===== config.mk =====
export PLATFORM = sky130hd
export DESIGN_NAME = jerk_limited_velocity_ramp
export DESIGN_NICKNAME = d
export VERILOG_FILES = /design/src/rtl/jlvr_pkg.sv /design/src/rtl/jlvr_mul.sv /design/src/rtl/jlvr_cfg.sv /design/src/rtl/jlvr_seq.sv /design/src/rtl/jerk_limited_velocity_ramp.sv
export SDC_FILE = /design/constraint.sdc
export NUM_CORES = 2
export LEC_CHECK = 0
export BUFFER_PORTS_ARGS = -buffer_cell sky130_fd_sc_hd__buf_2
export CORE_ASPECT_RATIO = 1.5
export CORE_MARGIN = 10
export CORE_UTILIZATION = 36
export CTS_BUF_LIST = sky130_fd_sc_hd__clkbuf_4
export DETAILED_ROUTE_END_ITERATION = 8
export PLACE_DENSITY_LB_ADDON = 0.08
export SLEW_MARGIN = 20
export SYNTH_ARGS = -nofsm -noshare
export SYNTH_HDL_FRONTEND = slang
export SYNTH_SLANG_ARGS = --single-unit

===== constraint.sdc =====
create_clock -name clk -period 13.7 [get_ports clk]
set_clock_uncertainty 0.05 [all_clocks]
set_input_delay 1.37 -clock clk [delete_from_list [all_inputs] [get_ports clk]]
set_output_delay 1.37 -clock clk [all_outputs]
set_load 0.02 [all_outputs]

===== src/rtl/jlvr_pkg.sv =====
package jlvr_pkg;

	// Field and register widths
	localparam int DATA_W    = 32;
	localparam int LIM_W     = 31;
	localparam int CFG_IDX_W = 3;

	// Derived widths of the internal arithmetic
	localparam int PROD_W      = 2 * DATA_W;
	localparam int COAST_SHIFT = 8;
	localparam int COAST_W     = PROD_W - COAST_SHIFT + 1;
	localparam int ERR_W       = COAST_W + 1;
	localparam int STEP_W      = DATA_W + 2;
	localparam int TRAP_SHIFT  = DATA_W + 1;
	localparam int TRAP_W      = PROD_W - TRAP_SHIFT;

	typedef logic [CFG_IDX_W-1:0] cfg_idx_t;

	// Register indexes of the configuration port
	localparam cfg_idx_t REG_MAX_ACCEL         = cfg_idx_t'(0);
	localparam cfg_idx_t REG_MAX_VELOCITY      = cfg_idx_t'(1);
	localparam cfg_idx_t REG_JERK_INCR         = cfg_idx_t'(2);
	localparam cfg_idx_t REG_HALF_INVERSE_JERK = cfg_idx_t'(3);
	localparam cfg_idx_t REG_TICK_PERIOD       = cfg_idx_t'(4);

	// Dead band around the velocity error: one LSB of Q16.16
	localparam logic signed [ERR_W-1:0] ERR_EPS_POS = ERR_W'(1);
	localparam logic signed [ERR_W-1:0] ERR_EPS_NEG = -ERR_W'(1);

	typedef struct packed {
		logic [LIM_W-1:0]  max_accel;
		logic [LIM_W-1:0]  max_velocity;
		logic [LIM_W-1:0]  jerk_incr;
		logic [DATA_W-1:0] half_inverse_jerk;
		logic [DATA_W-1:0] tick_period;
	} cfg_t;

	typedef enum logic [3:0] {
		S_IDLE,
		S_SQ,
		S_HI,
		S_LO,
		S_COAST,
		S_ERR,
		S_ACC,
		S_TRAP,
		S_VEL,
		S_FIN
	} seq_state_t;

	typedef enum logic [1:0] {
		MUL_SQ,
		MUL_HI,
		MUL_LO,
		MUL_TRAP
	} mul_sel_t;

	typedef struct packed {
		logic     load_target;
		logic     mul_en;
		mul_sel_t mul_sel;
		logic     save_lo;
		logic     save_hiprod;
		logic     save_coast;
		logic     save_want;
		logic     save_anew;
		logic     save_sum;
		logic     save_vel;
		logic     commit;
	} seq_ctrl_t;

	// Step value toward goal by at most step; lands on goal when within reach.
	function automatic logic signed [STEP_W-1:0] move_toward(
		input logic signed [STEP_W-1:0] value,
		input logic signed [STEP_W-1:0] goal,
		input logic signed [STEP_W-1:0] step
	);
		logic signed [STEP_W-1:0] res;
		if (value < goal - step) begin
			res = value + step;
		end else if (value > goal + step) begin
			res = value - step;
		end else begin
			res = goal;
		end
		return res;
	endfunction

	// Symmetric clamp to plus or minus an unsigned bound.
	function automatic logic signed [STEP_W-1:0] limit(
		input logic signed [STEP_W-1:0] value,
		input logic [LIM_W-1:0]         bound
	);
		logic signed [STEP_W-1:0] bnd;
		logic signed [STEP_W-1:0] res;
		bnd = $signed({{(STEP_W-LIM_W){1'b0}}, bound});
		if (value < -bnd) begin
			res = -bnd;
		end else if (value > bnd) begin
			res = bnd;
		end else begin
			res = value;
		end
		return res;
	endfunction

endpackage


===== src/rtl/jlvr_mul.sv =====
module jlvr_mul (
	input  logic                          clk,
	input  logic                          en,
	input  logic [jlvr_pkg::DATA_W-1:0]   op_a,
	input  logic [jlvr_pkg::DATA_W-1:0]   op_b,
	output logic [jlvr_pkg::PROD_W-1:0]   prod
);
	import jlvr_pkg::*;

	logic [PROD_W-1:0] prod_s1;

	// Unsigned 32 by 32 multiply with the product registered.
	always_ff @(posedge clk) begin
		if (en) begin
			prod_s1 <= PROD_W'(op_a) * PROD_W'(op_b);
		end
	end

	assign prod = prod_s1;

endmodule


===== src/rtl/jlvr_cfg.sv =====
module jlvr_cfg (
	input  logic                             clk,
	input  logic                             arst_n,
	input  logic                             cfg_we,
	input  logic [jlvr_pkg::CFG_IDX_W-1:0]   cfg_addr,
	input  logic [jlvr_pkg::DATA_W-1:0]      cfg_wdata,
	output jlvr_pkg::cfg_t                   cfg
);
	import jlvr_pkg::*;

	cfg_t cfg_q;

	always_ff @(posedge clk or negedge arst_n) begin
		if (!arst_n) begin
			cfg_q <= '0;
		end else if (cfg_we) begin
			unique case (cfg_addr)
				REG_MAX_ACCEL:         cfg_q.max_accel         <= cfg_wdata[LIM_W-1:0];
				REG_MAX_VELOCITY:      cfg_q.max_velocity      <= cfg_wdata[LIM_W-1:0];
				REG_JERK_INCR:         cfg_q.jerk_incr         <= cfg_wdata[LIM_W-1:0];
				REG_HALF_INVERSE_JERK: cfg_q.half_inverse_jerk <= cfg_wdata;
				REG_TICK_PERIOD:       cfg_q.tick_period       <= cfg_wdata;
				default: begin
				end
			endcase
		end
	end

	assign cfg = cfg_q;

endmodule


===== src/rtl/jlvr_seq.sv =====
module jlvr_seq (
	input  logic                 clk,
	input  logic                 arst_n,
	input  logic                 in_valid,
	input  logic                 out_valid,
	input  logic                 out_ready,
	output logic                 in_ready,
	output jlvr_pkg::seq_ctrl_t  ctrl
);
	import jlvr_pkg::*;

	seq_state_t state_q;
	seq_state_t state_next;
	logic       out_free;

	// The result register can take a new result when empty or being drained.
	assign out_free = !out_valid || out_ready;

	always_ff @(posedge clk or negedge arst_n) begin
		if (!arst_n) begin
			state_q <= S_IDLE;
		end else begin
			state_q <= state_next;
		end
	end

	always_comb begin
		state_next = state_q;
		unique case (state_q)
			S_IDLE: begin
				if (in_valid) begin
					state_next = S_SQ;
				end
			end
			S_SQ:    state_next = S_HI;
			S_HI:    state_next = S_LO;
			S_LO:    state_next = S_COAST;
			S_COAST: state_next = S_ERR;
			S_ERR:   state_next = S_ACC;
			S_ACC:   state_next = S_TRAP;
			S_TRAP:  state_next = S_VEL;
			S_VEL:   state_next = S_FIN;
			S_FIN: begin
				if (out_free) begin
					state_next = S_IDLE;
				end
			end
			default: state_next = S_IDLE;
		endcase
	end

	always_comb begin
		ctrl     = '0;
		in_ready = 1'b0;
		ctrl.mul_sel = MUL_SQ;
		unique case (state_q)
			S_IDLE: begin
				in_ready         = 1'b1;
				ctrl.load_target = in_valid;
			end
			S_SQ: begin
				ctrl.mul_en  = 1'b1;
				ctrl.mul_sel = MUL_SQ;
			end
			S_HI: begin
				ctrl.mul_en  = 1'b1;
				ctrl.mul_sel = MUL_HI;
				ctrl.save_lo = 1'b1;
			end
			S_LO: begin
				ctrl.mul_en      = 1'b1;
				ctrl.mul_sel     = MUL_LO;
				ctrl.save_hiprod = 1'b1;
			end
			S_COAST: ctrl.save_coast = 1'b1;
			S_ERR:   ctrl.save_want  = 1'b1;
			S_ACC:   ctrl.save_anew  = 1'b1;
			S_TRAP: begin
				ctrl.mul_en   = 1'b1;
				ctrl.mul_sel  = MUL_TRAP;
				ctrl.save_sum = 1'b1;
			end
			S_VEL:   ctrl.save_vel = 1'b1;
			S_FIN:   ctrl.commit   = out_free;
			default: begin
			end
		endcase
	end

`ifndef SYNTHESIS
	a_accept_starts: assert property (@(posedge clk) disable iff (!arst_n)
		(in_valid && in_ready) |=> (state_q == S_SQ))
		else $error("accepted transaction did not start the sequence");

	a_commit_returns_idle: assert property (@(posedge clk) disable iff (!arst_n)
		ctrl.commit |=> (state_q == S_IDLE && in_ready))
		else $error("sequencer did not return to idle after commit");

	a_ready_only_idle: assert property (@(posedge clk) disable iff (!arst_n)
		in_ready |-> (state_q == S_IDLE))
		else $error("input ready raised while a transaction is in progress");
`endif

endmodule


===== src/rtl/jerk_limited_velocity_ramp.sv =====
// Jerk-limited velocity ramp: one S-curve profile update per control tick.
//
// Input channel (in_valid/in_ready, target_velocity): one transaction per tick
// carries the commanded velocity in signed Q16.16. The block takes a new
// transaction only when its sequencer is idle.
// Output channel (out_valid/out_ready, velocity_out, accel_out): one result
// transaction per input, giving the new velocity and acceleration in Q16.16.
// Configuration (cfg_we, cfg_addr, cfg_wdata): registers 0 to 4 are the
// acceleration limit, velocity limit, jerk step, half inverse jerk and tick
// period. Write them only while no transaction is in progress.
// Sequencing: a single registered 32 by 32 multiplier is reused four times per
// tick under a ten-state sequencer, and the block takes a new transaction only
// after the result of the last one has been committed to the output register.
// Reset clears the configuration and sets velocity and acceleration to rest.
// If the receiver stalls, the finished result waits in the output register;
// a following tick may still be accepted and computed, and it holds in its
// final step until the output register is free.
module jerk_limited_velocity_ramp (
	input  logic                                    clk,
	input  logic                                    arst_n,
	input  logic                                    cfg_we,
	input  logic [jlvr_pkg::CFG_IDX_W-1:0]          cfg_addr,
	input  logic [jlvr_pkg::DATA_W-1:0]             cfg_wdata,
	input  logic                                    in_valid,
	output logic                                    in_ready,
	input  logic signed [jlvr_pkg::DATA_W-1:0]      target_velocity,
	output logic                                    out_valid,
	input  logic                                    out_ready,
	output logic signed [jlvr_pkg::DATA_W-1:0]      velocity_out,
	output logic signed [jlvr_pkg::DATA_W-1:0]      accel_out
);
	import jlvr_pkg::*;

	cfg_t      cfg;
	seq_ctrl_t ctrl;

	// Profile state, cleared to rest by reset.
	logic signed [DATA_W-1:0] vel_q;
	logic signed [DATA_W-1:0] accel_q;

	// Working registers of one tick.
	logic signed [DATA_W-1:0]  target_q;
	logic [DATA_W-1:0]         lo_q;
	logic [PROD_W-1:0]         hiprod_q;
	logic signed [COAST_W-1:0] coast_q;
	logic signed [DATA_W-1:0]  want_q;
	logic signed [DATA_W-1:0]  anew_q;
	logic                      sum_neg_q;
	logic signed [STEP_W-1:0]  v1_q;

	// Output register.
	logic                     out_valid_q;
	logic signed [DATA_W-1:0] velocity_out_q;
	logic signed [DATA_W-1:0] accel_out_q;

	// Shared multiplier.
	logic [DATA_W-1:0] mul_a;
	logic [DATA_W-1:0] mul_b;
	logic [PROD_W-1:0] prod;

	logic [DATA_W-1:0]         accel_mag;
	logic [DATA_W-1:0]         anew_mag;
	logic signed [DATA_W:0]    sum_w;
	logic signed [DATA_W:0]    sum_abs;
	logic [PROD_W-1:0]         coast_sum;
	logic signed [COAST_W-1:0] coast_mag;
	logic signed [ERR_W-1:0]   err;
	logic signed [DATA_W-1:0]  acc_lim;
	logic signed [DATA_W-1:0]  want_next;
	logic signed [STEP_W-1:0]  step_w;
	logic signed [STEP_W-1:0]  anew_next;
	logic signed [STEP_W-1:0]  trap_d;
	logic                      snap;
	logic signed [STEP_W-1:0]  v_pre;
	logic signed [STEP_W-1:0]  a_snap;
	logic signed [STEP_W-1:0]  v_fin;
	logic signed [DATA_W-1:0]  a_fin;

	jlvr_cfg u_cfg (
		.clk       (clk),
		.arst_n    (arst_n),
		.cfg_we    (cfg_we),
		.cfg_addr  (cfg_addr),
		.cfg_wdata (cfg_wdata),
		.cfg       (cfg)
	);

	jlvr_seq u_seq (
		.clk       (clk),
		.arst_n    (arst_n),
		.in_valid  (in_valid),
		.out_valid (out_valid_q),
		.out_ready (out_ready),
		.in_ready  (in_ready),
		.ctrl      (ctrl)
	);

	jlvr_mul u_mul (
		.clk  (clk),
		.en   (ctrl.mul_en),
		.op_a (mul_a),
		.op_b (mul_b),
		.prod (prod)
	);

	// Acceleration never reaches the most negative code, so its magnitude
	// fits the word unsigned.
	assign accel_mag = accel_q[DATA_W-1] ? DATA_W'(-accel_q) : DATA_W'(accel_q);
	assign anew_mag  = anew_q[DATA_W-1] ? DATA_W'(-anew_q) : DATA_W'(anew_q);

	// Trapezoid sum of old and new acceleration; its magnitude stays below 2^32.
	assign sum_w   = (DATA_W+1)'(accel_q) + (DATA_W+1)'(anew_q);
	assign sum_abs = sum_w[DATA_W] ? -sum_w : sum_w;

	// The multiplier runs |a|*|a|, then the high and low halves of that square
	// times the half inverse jerk, then the trapezoid sum times the tick period.
	always_comb begin
		case (ctrl.mul_sel)
			MUL_SQ: begin
				mul_a = accel_mag;
				mul_b = accel_mag;
			end
			MUL_HI: begin
				mul_a = prod[PROD_W-1:DATA_W];
				mul_b = cfg.half_inverse_jerk;
			end
			MUL_LO: begin
				mul_a = lo_q;
				mul_b = cfg.half_inverse_jerk;
			end
			MUL_TRAP: begin
				mul_a = sum_abs[DATA_W-1:0];
				mul_b = cfg.tick_period;
			end
			default: begin
				mul_a = accel_mag;
				mul_b = accel_mag;
			end
		endcase
	end

	// Coasting term: (square * half inverse jerk) / 2^40, truncated toward zero
	// and signed like the present acceleration.
	assign coast_sum = hiprod_q + PROD_W'(prod[PROD_W-1:DATA_W]);
	assign coast_mag = $signed({1'b0, coast_sum[PROD_W-1:COAST_SHIFT]});

	// Remaining error against the velocity reached when acceleration coasts out.
	assign err = ERR_W'(target_q) - ERR_W'(vel_q) - ERR_W'(coast_q);

	assign acc_lim = $signed({1'b0, cfg.max_accel});
	assign step_w  = $signed({{(STEP_W-LIM_W){1'b0}}, cfg.jerk_incr});

	always_comb begin
		if (err > ERR_EPS_POS) begin
			want_next = acc_lim;
		end else if (err < ERR_EPS_NEG) begin
			want_next = -acc_lim;
		end else begin
			want_next = '0;
		end
	end

	assign anew_next = limit(move_toward(STEP_W'(accel_q), STEP_W'(want_q), step_w),
		cfg.max_accel);

	// Velocity increment: half the sum times dt, i.e. product / 2^33.
	assign trap_d = $signed({{(STEP_W-TRAP_W){1'b0}}, prod[PROD_W-1:TRAP_SHIFT]});

	// Snap to the target once it is reached exactly with small acceleration;
	// acceleration then ramps toward zero. Velocity is clamped last.
	assign snap   = (v1_q == STEP_W'(target_q)) &&
		(anew_mag <= {{(DATA_W-LIM_W){1'b0}}, cfg.jerk_incr});
	assign a_snap = move_toward(STEP_W'(anew_q), '0, step_w);
	assign v_pre  = snap ? STEP_W'(target_q) : v1_q;
	assign a_fin  = snap ? a_snap[DATA_W-1:0] : anew_q;
	assign v_fin  = limit(v_pre, cfg.max_velocity);

	// Working registers: loaded under the sequencer, no reset needed.
	always_ff @(posedge clk) begin
		if (ctrl.load_target) begin
			target_q <= target_velocity;
		end
		if (ctrl.save_lo) begin
			lo_q <= prod[DATA_W-1:0];
		end
		if (ctrl.save_hiprod) begin
			hiprod_q <= prod;
		end
		if (ctrl.save_coast) begin
			coast_q <= accel_q[DATA_W-1] ? -coast_mag : coast_mag;
		end
		if (ctrl.save_want) begin
			want_q <= want_next;
		end
		if (ctrl.save_anew) begin
			anew_q <= anew_next[DATA_W-1:0];
		end
		if (ctrl.save_sum) begin
			sum_neg_q <= sum_w[DATA_W];
		end
		if (ctrl.save_vel) begin
			v1_q <= sum_neg_q ? STEP_W'(vel_q) - trap_d : STEP_W'(vel_q) + trap_d;
		end
		if (ctrl.commit) begin
			velocity_out_q <= v_fin[DATA_W-1:0];
			accel_out_q    <= a_fin;
		end
	end

	// Profile state and output valid flag.
	always_ff @(posedge clk or negedge arst_n) begin
		if (!arst_n) begin
			vel_q       <= '0;
			accel_q     <= '0;
			out_valid_q <= 1'b0;
		end else begin
			if (ctrl.commit) begin
				vel_q       <= v_fin[DATA_W-1:0];
				accel_q     <= a_fin;
				out_valid_q <= 1'b1;
			end else if (out_ready) begin
				out_valid_q <= 1'b0;
			end
		end
	end

	assign out_valid    = out_valid_q;
	assign velocity_out = velocity_out_q;
	assign accel_out    = accel_out_q;

`ifndef SYNTHESIS
	a_commit_shows_result: assert property (@(posedge clk) disable iff (!arst_n)
		ctrl.commit |=> out_valid_q)
		else $error("committed result not presented on the output");

	a_commit_no_overwrite: assert property (@(posedge clk) disable iff (!arst_n)
		ctrl.commit |-> (!out_valid_q || out_ready))
		else $error("result overwritten before its transaction completed");

	a_accel_within_limit: assert property (@(posedge clk) disable iff (!arst_n)
		$past(ctrl.save_anew) |-> (anew_mag <= {1'b0, cfg.max_accel}))
		else $error("new acceleration outside the acceleration limit");
`endif

endmodule


Word level (Yosys, flattened, before mapping)
Index checks and enable logic that the tools add are counted.
- register bits after elaboration: 638
- input bits: 72
- output and inout port bits: 66
- logic and storage cells: 124
- $add $sub $neg: 20
- $mul: 1
- $lt $le $gt $ge: 11
- eq/ne operators: 19
- muxes and demuxes: 35
- bitwise gates (word level): 1
- reduce and logical (&&, ||, !) cells: 15
- operators with widths (cell ; count):
    two-way mux 32 bit ; 10
    two-way mux 34 bit ; 4
    adder 32 x 32 -> 33 bit ; 4
    subtractor 32 x 32 -> 33 bit ; 4
    case mux 32 bit (4 select lines) ; 1
    negation 32 bit ; 3
    case mux 32 bit (3 select lines) ; 1
    > comparator 34 x 32 -> 1 bit ; 2
    less-than comparator 34 bit ; 2
    negation 31 -> 34 bit ; 2
    adder 64 x 32 -> 64 bit ; 1
    multiplier 32 x 32 -> 64 bit ; 1
    two-way mux 31 bit ; 2
    > comparator 58 x 2 -> 1 bit, second input constant ; 1
    less-than comparator 58 x 1 -> 1 bit, second input constant ; 1
    subtractor 33 x 57 -> 58 bit ; 1
    negation 56 -> 57 bit ; 1
    two-way mux 56 bit ; 1
    case mux 4 bit (10 select lines) ; 1
    == test 34 x 32 -> 1 bit ; 1
    > comparator 32 x 33 -> 1 bit ; 1
    less-than comparator 32 x 33 -> 1 bit ; 1
    adder 32 bit ; 1
    > comparator 32 bit ; 1
    29 further kinds ; 54

Depth between registers and ports, before layout
- depth after elaboration: 8
- mapped depth: 48
- mapped depth without buffers: 45

Hierarchy
Synthesis repeated with hierarchy kept, for this count alone.
- cells, all modules: 9816
- area total of the unflattened synthesis: 89609.7 sq um
- by module, submodules not included (module ; times used ; cells each ; area an instance (sq um) ; seq. area each (sq um)):
    jerk_limited_velocity_ramp ; 1 ; 5692 ; 48200.0 ; 12046.6
    jlvr_mul ; 1 ; 3750 ; 35198.8 ; 1921.8
    jlvr_cfg ; 1 ; 335 ; 5908.2 ; 3928.8
    jlvr_seq ; 1 ; 39 ; 302.8 ; 100.1

Worst setup path after synthesis
OpenSTA, ideal clock, no wires.
- kind: register -> register
- start: register u_seq.state_q[1]
- end: register u_mul.prod_s1[63], in the netlist u_mul.prod[63], data pin
- setup time: 0.266 ns
- data arrival time: 12.368 ns
- data required time: 13.384 ns
- setup slack: 1.017 ns
- cell stages (with the launch flop): 42
- path buffers: 6
- clock period less this slack: 12.683 ns
- path through: dfrtp_1 -> clkbuf_1 -> nand2b_1 -> nor3_1 -> or2_2 -> inv_1 -> ha_1 -> clkbuf_1 -> clkbuf_1 -> buf_1 -> buf_1 -> o21ai_0 -> clkbuf_1 -> nor2_1 -> fa_1 -> inv_1 -> fa_1 -> fa_1 -> [6 not listed] -> fa_1 -> inv_1 -> fa_1 -> inv_1 -> ha_1 -> a21o_1 -> a21o_1 -> a21o_1 -> a21oi_1 -> o21bai_1 -> nor3_1 -> a21oi_1 -> o21ai_0 -> o211ai_1 -> o31a_1 -> a221o_1 -> nor4_1 -> nor3_1
- longest elaborated chain between the ends: 6
- elaborated cells between the ends (all ways): 13
- those cells by class: mul (1); eq/ne (7); mux (3); reduce/logical (2)
- RTL lines (item ; RTL line ; text):
    start, declared ; jlvr_seq.sv:12 ; seq_state_t state_q;
    start signal, assigned ; jlvr_seq.sv:23 ; state_q <= state_next;
    == test 4 x 3 -> 1 bit (tied with other cells) ; jlvr_seq.sv:56 ; unique case (state_q)
    case mux 3 bit (4 select lines) (*) ; jlvr_seq.sv:56 ;
    == test 2 bit or == test 2 x 1 -> 1 bit (tied branches) ; jerk_limited_velocity_ramp.sv:118 ; case (ctrl.mul_sel)
    OR reduction 2 bit (no line) ; n/a ;
    case mux 32 bit (3 select lines) ; jerk_limited_velocity_ramp.sv:118 ;
    multiplier 32 x 32 -> 64 bit (*) ; jlvr_mul.sv:15 ; prod_s1 <= PROD_W'(op_a) * PROD_W'(op_b);
    end signal, assigned ; jlvr_mul.sv:15 ;
    end, declared ; jlvr_mul.sv:10 ; logic [PROD_W-1:0] prod_s1;
Every way passes the cells marked *; elsewhere a longest branch is shown, timed or not.
A chain may end at the register's enable or synchronous reset.

Worst setup path in the final report
- start: register anew_q[0]
- end: register u_mul.prod_s1[63], in the netlist u_mul.prod[63], data pin
- longest elaborated chain between the ends: 5
- RTL lines (item ; RTL line ; text):
    start, declared ; jerk_limited_velocity_ramp.sv:47 ; logic signed [DATA_W-1:0] anew_q;
    start signal, assigned ; jerk_limited_velocity_ramp.sv:196 ; anew_q <= anew_next[DATA_W-1:0];
    adder 32 x 32 -> 33 bit (*) ; jerk_limited_velocity_ramp.sv:112 ; assign sum_w = (DATA_W+1)'(accel_q) + (DATA_W+1)'(anew_q);
    negation 32 bit ; jerk_limited_velocity_ramp.sv:113 ; assign sum_abs = sum_w[DATA_W] ? -sum_w : sum_w;
    two-way mux 32 bit (*) ; jerk_limited_velocity_ramp.sv:113 ;
    case mux 32 bit (4 select lines) (*) ; jerk_limited_velocity_ramp.sv:118 ;
    multiplier 32 x 32 -> 64 bit (*) ; jlvr_mul.sv:15 ;
Marks and branches as above.

==> metrics.md <==
| Metric | Value |
|---|---|
| Worst stage delay on the critical path | 0.66 ns |
| CTS tree | built |
| Vias per std cell | 5.76 |
| Filler instances | 25700 |
| Mapped cell area | 0.0904 mm^2 |
| Layout cells sized above 1 | 9.92% |
| Sequential area share after synthesis | 19.9% |
| First-pass GRT wire length | 591 mm |
| F_max | 75.4 MHz |
| Pre-CTS WS | 0.342 ns |
| Hpwl dp | 340 mm |
| Vias in the first global route | 83300 |
| Finished Layout Cells | 13900 |
| Die Y | 634 um |
| Post-Synthesis Cells | 10300 |
| Final Critical Period | 13.25 ns |
| Wire per inst | 29.8 um |
| H-tree depth | 4 |
| Slew Limit Fails | 0 |
| # Max-Cap Violations | 0 |
| Most frequent cells in the layout | inv_1 (1365), nand2_1 (1034), fa_1 (961) |
| Critical path class | reg2reg |
| Crit-path most repeated cell | fa_1 |
| Worst path required time | 14.65 ns |
| Primary FF master, synth | edfxtp_1 |
| CTS buffer count | 182 |
| Slew HR | 16.5% |
| Placement row count | 225 |
| Core Box Area | 0.250 mm^2 |
| Yosys top cell area share | 21.3% |
| Nets | 12300 |
| Final Core Density | 39.4% |
| Root buffer cell | clkbuf_4 |
| Yosys synthesis warning count | 0 |
| Flip-flop and latch count after synthesis | 637 |
| # DRC | 0 |
| Worst Slack Setup Final | 0.445 ns |
| Hold Crit Class | in2async |
| Largest net degree at the start of global routing | 80 |
| Setup tns final | 0 ns |
| Antenna-violating nets left | 0 |
| Synth area leader | fa_1 |
| Setup Buffers After CTS | 0 |
| Setup crit end kind | flop |
| GP Congestion | 0.999 |
| 1st-iter DRT viols | 6538 |
| I/O pins | 138 |
| Initial Utilization | 36.1% |
| Multi-input logic area | 0.0657 mm^2 |
| Clock sink count | 637 |
| Area contributors post-synth | fa_1 (21%), edfxtp_1 (14%), ha_1 (12%), dfrtp_1 (6.3%), inv_1 (5.7%) |
| Worst skew pair latency | 1.27 ns |
| Die Span X | 429 um |
| CTS clk-pin slew, worst paths | 0.07 ns |
| Die area | 0.272 mm^2 |
| Status | completed |
| CP Max Fanout | 7 |
| # hold bufs at CTS | 0 |
| Share of async-settable or async-resettable flops after synthesis | 35.5% |
| Gr usage total | 29.8% |
| Critical path launch point type | flop |
| Initial antenna violation count | 25 |
| Vias | 80100 |
| Post-synth EDFFs | 411 |
| CTS resizes | 0 |
| Final setup viols | 0 |
| Syn_area_per_cell | 8.77 um^2 |
| Synth cell types | 117 |
| TritonRoute pass-1 iters | 6 |
| CP max-delay cell | or4_1 |
| RSZ-0062 raised after global routing | no |
| Max Buffers Root-to-Sink | 4 |
| Register area | 0.0180 mm^2 |
| Commonest non-fill, non-tap cell in the layout | inv_1 |
| WP data arrival | 14.20 ns |
| Area Overhead vs Synth | 9.01% |
| Input/output buffers | 137 |
| Syn Nets | 12200 |
| Fin crit share | 96.8% |
| Fin. Hold Viols | 0 |
| Worst-Margin Slew | 1.24 ns |
| Inst Count DP | 13500 |
| Routed wire length | 415 mm |
| Total gr overflow | 0 |
cell usage after synthesis, types with 66 or more instances:
cell and count:
o21a_1 102, o31ai_1 71, o21bai_1 70, and3_1 98, or3_1 70, nor4_1 95
xnor2_1 395, and2_1 83, clkbuf_1 434, edfxtp_1 411, mux2_2 110, a21oi_1 539
nand3_1 167, inv_1 1366, dfrtp_1 226, nand2b_1 108, nand2_1 1038, a21o_1 181
fa_1 961, a31oi_1 66, o21ai_0 429, nor2_1 915, a211oi_1 69, nor2b_1 92
nor3_1 205, ha_1 869, xor2_1 119, nand4_1 105
area by class of cell:
| type | count | share of cell area (%) |
|---|---|---|
| well taps | 3291 | 4.18 |
| multi-input cells | 7798 | 66.6 |
| flip-flops and latches | 637 | 18.3 |
| diodes | 27 | 0.0685 |
| repair buffers | 448 | 3.21 |
| clock inverters | 64 | 0.461 |
| inverters | 1372 | 5.23 |
| clock buffers | 257 | 1.96 |
cell families (layout without fill, tap and decap cells):
family,count (synthesis),count (layout),share of synthesized area [%]
AOI/OAI and AO/OA,2133,2133,15.8
xor gates and xnor gates,514,514,4.98
adders and majority gates,1830,1830,33.3
buffers and inverters,1876,2141,7.88
DFF,637,637,19.9
muxes,153,153,1.85
other,0,27,0
and+or+nand+nor,3168,3168,16.4
per-stage QoR:
step                hold slack [ns]  instance area [um^2]
floorplan                     0.371                 90400
global placement              0.381                 96100
detailed placement            0.387                 96100
CTS                          0.0707                 98500
global route                  0.117                 98500
finish                       0.0465                 98600
layer usage:
layer / vias up / track usage (%) / wire length (um)
met4: 8 / 23.3 / 39800
met3: 1103 / 3.64 / 21600
met1: 40300 / 32.3 / 149000
met5: - / 0 / 50
li1: 35500 / - / -
met2: 3194 / 52.8 / 204000
worst paths after layout:
path / from / end / slack [ns] / cells after the start
max: anew_q[0] / u_mul.prod[63] / 0.45 / 43
min: arst_n / u_cfg.cfg[75] / 0.05 / 1
max reg2reg: anew_q[0] / u_mul.prod[63] / 0.45 / 43
min reg2reg: u_mul.prod[6] / hiprod_q[6] / 0.41 / 0
max in group asynchronous: arst_n / accel_q[31] / 11.22 / 3
min in group clk: target_velocity[31] / target_q[31] / 0.27 / 1
worst max-delay path: cells and delay by family, from the launching register on:
family | cells | cell delay, ns
compound gates | 16 | 3.59
simple gates | 9 | 3.17
fa+ha+maj | 11 | 5.08
flops | 1 | 0.46
xor+xnor | 1 | 0.16
buf+inv | 6 | 0.57
flip-flops by register name (all words and copies together) (netlist names), 32 cells and up:
name / cells
coast_q: 57
accel_q: 32
v1_q: 33
u_mul.prod: 64
hiprod_q: 64
want_q: 32
velocity_out: 32
target_q: 32
lo_q: 32
accel_out: 32
u_cfg.cfg: 157
anew_q: 32
vel_q: 32
Power is left out: the tool's default activity adds up to more than one toggle a clock period on the data nets, which glitch-free logic cannot reach.
